$ cat src/sv/assert_macros.svh
// Assertion macros shared by the RTL of the cartridge bank-switch map.
// Each macro expects a clock named clk and an active-low reset named rst_n in scope.
`ifndef ASSERT_MACROS_SVH
`define ASSERT_MACROS_SVH

// Antecedent implies consequent in the same cycle
`define ASSERT_SAME(label, ante, cons, msg) \
  label: assert property (@(posedge clk) disable iff (!rst_n) (ante) |-> (cons)) \
    else $error(msg);

// Antecedent implies consequent in the following cycle
`define ASSERT_NEXT(label, ante, cons, msg) \
  label: assert property (@(posedge clk) disable iff (!rst_n) (ante) |=> (cons)) \
    else $error(msg);

`endif

$ cat src/sv/cbsm_ram.sv
// Generic simple dual-port RAM: one write port, one read port, registered read data.
// No dependencies.
module cbsm_ram #(
  parameter int WIDTH = 8,
  parameter int DEPTH = 256
) (
  input  logic                     clk,
  input  logic                     wr_en,
  input  logic [$clog2(DEPTH)-1:0] wr_addr,
  input  logic [WIDTH-1:0]         wr_data,
  input  logic                     rd_en,
  input  logic [$clog2(DEPTH)-1:0] rd_addr,
  output logic [WIDTH-1:0]         rd_data
);

  logic [WIDTH-1:0] mem_r [DEPTH];
  logic [WIDTH-1:0] rd_data_r;

  // Write and read ports
  always_ff @(posedge clk) begin
    if (wr_en) begin
      mem_r[wr_addr] <= wr_data;
    end
    if (rd_en) begin
      rd_data_r <= mem_r[rd_addr];
    end
  end

  assign rd_data = rd_data_r;

endmodule

$ cat config.mk
export PLATFORM = sky130hd
export DESIGN_NAME = cbsm_ram
export DESIGN_NICKNAME = d
export VERILOG_FILES = /design/src/sv/assert_macros.svh /design/src/sv/cbsm_ram.sv
export SDC_FILE = /design/constraint.sdc
export NUM_CORES = 2
export LEC_CHECK = 0
export ABC_AREA = 0
export BUFFER_PORTS_ARGS = -buffer_cell sky130_fd_sc_hd__buf_2
export CAP_MARGIN = 20
export CORE_MARGIN = 2
export CORE_UTILIZATION = 30
export CTS_BUF_LIST = sky130_fd_sc_hd__clkbuf_8 sky130_fd_sc_hd__clkbuf_16
export DETAILED_ROUTE_END_ITERATION = 10
export PLACE_DENSITY = 0.43
export SLEW_MARGIN = 20
export SYNTH_ARGS = -nofsm -noshare
export SYNTH_HDL_FRONTEND = slang
export SYNTH_SLANG_ARGS = --single-unit
$ cat constraint.sdc
create_clock -name clk -period 3.45 [get_ports clk]
set_input_delay 0.5175 -clock clk [delete_from_list [all_inputs] [get_ports clk]]
set_output_delay 0.5175 -clock clk [all_outputs]
set_load 0.05 [all_outputs]
==> PnR_summary.wiki <==
{| class="wikitable"
! Metric !! Value
|-
| Post-CTS Hold Fix Bufs || 0
|-
| Sequential area share after synthesis || 0.7753
|-
| Top Family by Delay on Critical Path || buffers and inverters
|-
| Drt total wl || 233300 um
|-
| Kind of capture point of the worst setup path || register
|-
| Num rows || 189
|-
| Number of storage elements in the synthesis netlist || 2056
|-
| Main flop type after synthesis || sky130_fd_sc_hd__edfxtp_1
|-
| Library cell appearing most often on the critical path || sky130_fd_sc_hd__buf_12
|-
| Top routing layer in use || met4
|-
| Worst clock skew || 0.05132 ns
|-
| Metal2 WL || 112300 um
|-
| Count of port buffers added during placement || 34
|-
| Min-Delay Path Class || in -> reg
|-
| Number of nets with antenna violations after routing || 0
|-
| Number of enable flip-flop cells after synthesis || 2056
|-
| Insertion delay of the later-clocked pin in the worst-skew pair || 0.87 ns
|-
| Max-cap violation count || 0
|-
| Boundary pin count || 35
|-
| Count of clock tree sinks || 2056
|-
| WS Path Type || in -> reg
|-
| Crit-path max FO || 20
|-
| Total buffers and inverters traversed by the critical path || 4
|-
| Effective utilization at floorplan || 0.3009
|-
| Worst slack at placement || -0.5086 ns
|-
| Number of levels the H-tree was split into || 4
|-
| Yosys top cell area share || 0.7753
|-
| Vertical die dimension || 519.2 um
|-
| Synthesized net count || 3760
|-
| Via count of the first global-routing pass || 41260
|-
| Wire length of the first global-routing pass || 329300 um
|-
| Data required time of the critical path || 4.04 ns
|-
| Final worst path period share || 0.8810
|-
| Average size of a mapped cell || 21.33 um2
|-
| Grt total ovfl || 0
|-
| Depth of the worst register-to-register path || 9
|-
| Clock tree from TritonCTS || done
|-
| Maximum count of clock buffers along a single path || 3
|-
| Final cell count without fillers || 8103
|-
| Top-count cell post-synth || sky130_fd_sc_hd__edfxtp_1
|-
| Total iterations of the first detailed-routing run || 6
|-
| Number of pins exceeding their max-slew limit in the final report || 0
|-
| Hold_sp || wr_data[2]
|-
| Minimum clock period after layout || 3.040 ns
|-
| Worst vdd rail ir drop || 489.3 uV
|-
| Cell area power density || 565.0 mW/mm2
|-
| Status || complete, no violations
|-
| Initial DRC Count || 3659
|-
| Post-Route Setup TNS || 0 ns
|-
| Most frequent cells after synthesis || sky130_fd_sc_hd__edfxtp_1, sky130_fd_sc_hd__mux4_2, sky130_fd_sc_hd__nor2_1
|-
| Count of distinct cell types in the synthesized netlist || 54
|-
| Number of post-CTS setup repair buffers || 0
|-
| Max transition margin || 0.3438
|-
| Top cells by area in the synthesized netlist || sky130_fd_sc_hd__edfxtp_1, sky130_fd_sc_hd__mux4_2, sky130_fd_sc_hd__mux2i_1
|-
| Width of the die || 519.2 um
|-
| Category of the worst setup path launch point || input pin
|-
| Worst-path clk slew || 0.06 ns
|-
| Met3 layer wire length in the routed design || 10890 um
|-
| Root buf cell || sky130_fd_sc_hd__clkbuf_16
|-
| Full die area || 0.2696 mm2
|-
| Largest stage delay, worst path || 0.63 ns
|-
| Total vias in the final route || 40350
|-
| Final Hold Fails || 0
|-
| Worst reg2reg setup slack || 0.44 ns
|-
| Endpoint of the worst-slack reg-to-reg timing path || rd_data[5]
|-
| WHS || 0.08535 ns
|-
| Largest net degree at the start of global routing || 101
|-
| Fmax || 329.0 MHz
|-
| GRT Util Overall || 0.1714
|-
| Number of gates resized after cts || 0
|-
| Summed instance area of the synthesized netlist || 0.07964 mm2
|-
| # nets final || 4405
|-
| Power after layout || 54.13 mW
|-
| Leak || 30.61 nW
|-
| Endpoint arrival time on the critical path || 3.63 ns
|-
| Core area || 0.2646 mm2
|-
| Gate count of the mapped netlist || 3733
|-
| PnR worst setup slack || 0.4105 ns
|-
| Worst hold endpoint || mem_r[128][2]
|-
| Slowest-stage cell, CP || sky130_fd_sc_hd__nor3_1
|-
| Initial antenna violation count || 20
|-
| Number of synthesis warnings || 0
|-
| Transition time of the tightest slew-check pin || 0.9843 ns
|-
| Share of flip-flops with an asynchronous set or reset after synthesis || 0
|-
| Hold-critical path depth || 1
|-
| Layout Area Growth over Synthesis || 20.28%
|-
| Placed Instances || 7690
|-
| Critical R2R Launch || mem_r[27][5]
|-
| Leading area contributor after synthesis || sky130_fd_sc_hd__edfxtp_1
|-
| M1 WL || 105700 um
|-
| Via-per-instance ratio || 4.980
|-
| HPWL reported at the end of detailed placement || 151400 um
|-
| Cells traversed along the worst timing path || buf_8 > buf_12 > buf_12 > buf_4 > mux4_2 > and2_1 > nor3_1 > a21oi_1 > a22oi_1 > nor4_2
|-
| Routability congestion estimate || 0.8075
|-
| TritonCTS buffer count || 219
|-
| RSZ-0062 raised after global routing || no
|-
| Routed length per instance || 28.79 um
|-
| Final count of negative-setup-slack endpoints || 0
|-
| Fraction of layout cells with a size suffix above 1 || 0.3213
|-
| Remaining routing DRC violations || 0
|}
cells in the final DEF (no fill, tap or decap), types with 28 or more instances in the layout:
cell / instances
sky130_fd_sc_hd__o22ai_1: 28
sky130_fd_sc_hd__mux2i_1: 134
sky130_fd_sc_hd__nand2_1: 32
sky130_fd_sc_hd__clkbuf_16: 225
sky130_fd_sc_hd__clkinv_2: 50
sky130_fd_sc_hd__a21oi_1: 96
sky130_fd_sc_hd__clkinv_1: 47
sky130_fd_sc_hd__inv_1: 34
sky130_fd_sc_hd__edfxtp_1: 2056
sky130_fd_sc_hd__o221ai_1: 46
sky130_fd_sc_hd__buf_12: 71
sky130_fd_sc_hd__mux4_2: 454
sky130_fd_sc_hd__nor2b_1: 28
sky130_fd_sc_hd__a22oi_1: 133
sky130_fd_sc_hd__buf_4: 554
sky130_fd_sc_hd__nor2_1: 279
stage by stage:
stage,cell area (um2),util
after detailed placement,88550,0.3346
after floorplan,79640,-
after CTS,95760,0.3619
final,95790,0.3620
after global routing,95780,0.3620
after global placement,88540,0.3346
kinds of logic after synthesis:
| kind of cell | share of synthesized area |
|---|---|
| compound gates | 0.03416 |
| buf+inv | 0.01829 |
| flops | 0.7753 |
| mux | 0.1460 |
| simple gates | 0.02625 |
final cells by class:
cell class / instances / area [um2]
multi-input combinational: 1442 / 16540
clock inverter: 177 / 1587
timing repair buffer: 657 / 5841
clock buffer: 225 / 5630
fill: 24450 / 168800
inverter: 2 / 7.507
sequential: 2056 / 61740
antenna: 11 / 27.53
tap: 3533 / 4420
worst reg2reg max path, cell delays in order (launching register included):
cell                       delay [ns]
sky130_fd_sc_hd__edfxtp_1        0.38
sky130_fd_sc_hd__mux4_2          0.50
sky130_fd_sc_hd__a22o_1          0.27
sky130_fd_sc_hd__a221oi_1        0.47
sky130_fd_sc_hd__buf_4           0.22
sky130_fd_sc_hd__o221ai_1        0.12
sky130_fd_sc_hd__buf_4           0.18
sky130_fd_sc_hd__a211oi_1        0.38
sky130_fd_sc_hd__buf_4           0.22
sky130_fd_sc_hd__nor4_1          0.04
flip-flops by register name (all words and copies together), names as in the netlist:
name     flops
mem_r     2048
rd_data      8
worst max path at each step:
stage          slack [ns]         end  startpoint  depth (start not counted)
4_1_cts              0.42  rd_data[4]  rd_addr[0]                         10
5_1_grt              0.34  rd_data[4]  rd_addr[0]                         10
3_3_place_gp        -0.82  rd_data[4]  rd_addr[0]                         10
3_5_place_dp        -0.51  rd_data[4]  rd_addr[0]                         10
6_report             0.41  rd_data[6]  rd_addr[0]                         10
2_1_floorplan        0.86  rd_data[2]  rd_addr[0]                          9
where the power goes:
part,switching [mW],internal [mW],total [mW],leakage [nW]
logic,1.86,1.11,2.97,8.46
clock network,9.92,13.6,23.6,3.66
registers,0.0461,27.5,27.6,18.5
metal layers:
metal,global-route usage,vias up
li1,-,17040
met1,0.2453,21970
met2,0.2750,1082
met3,0.02458,260
met4,0.04129,0
met5,0,-
Note: power is estimated with default switching activity, not from simulation.
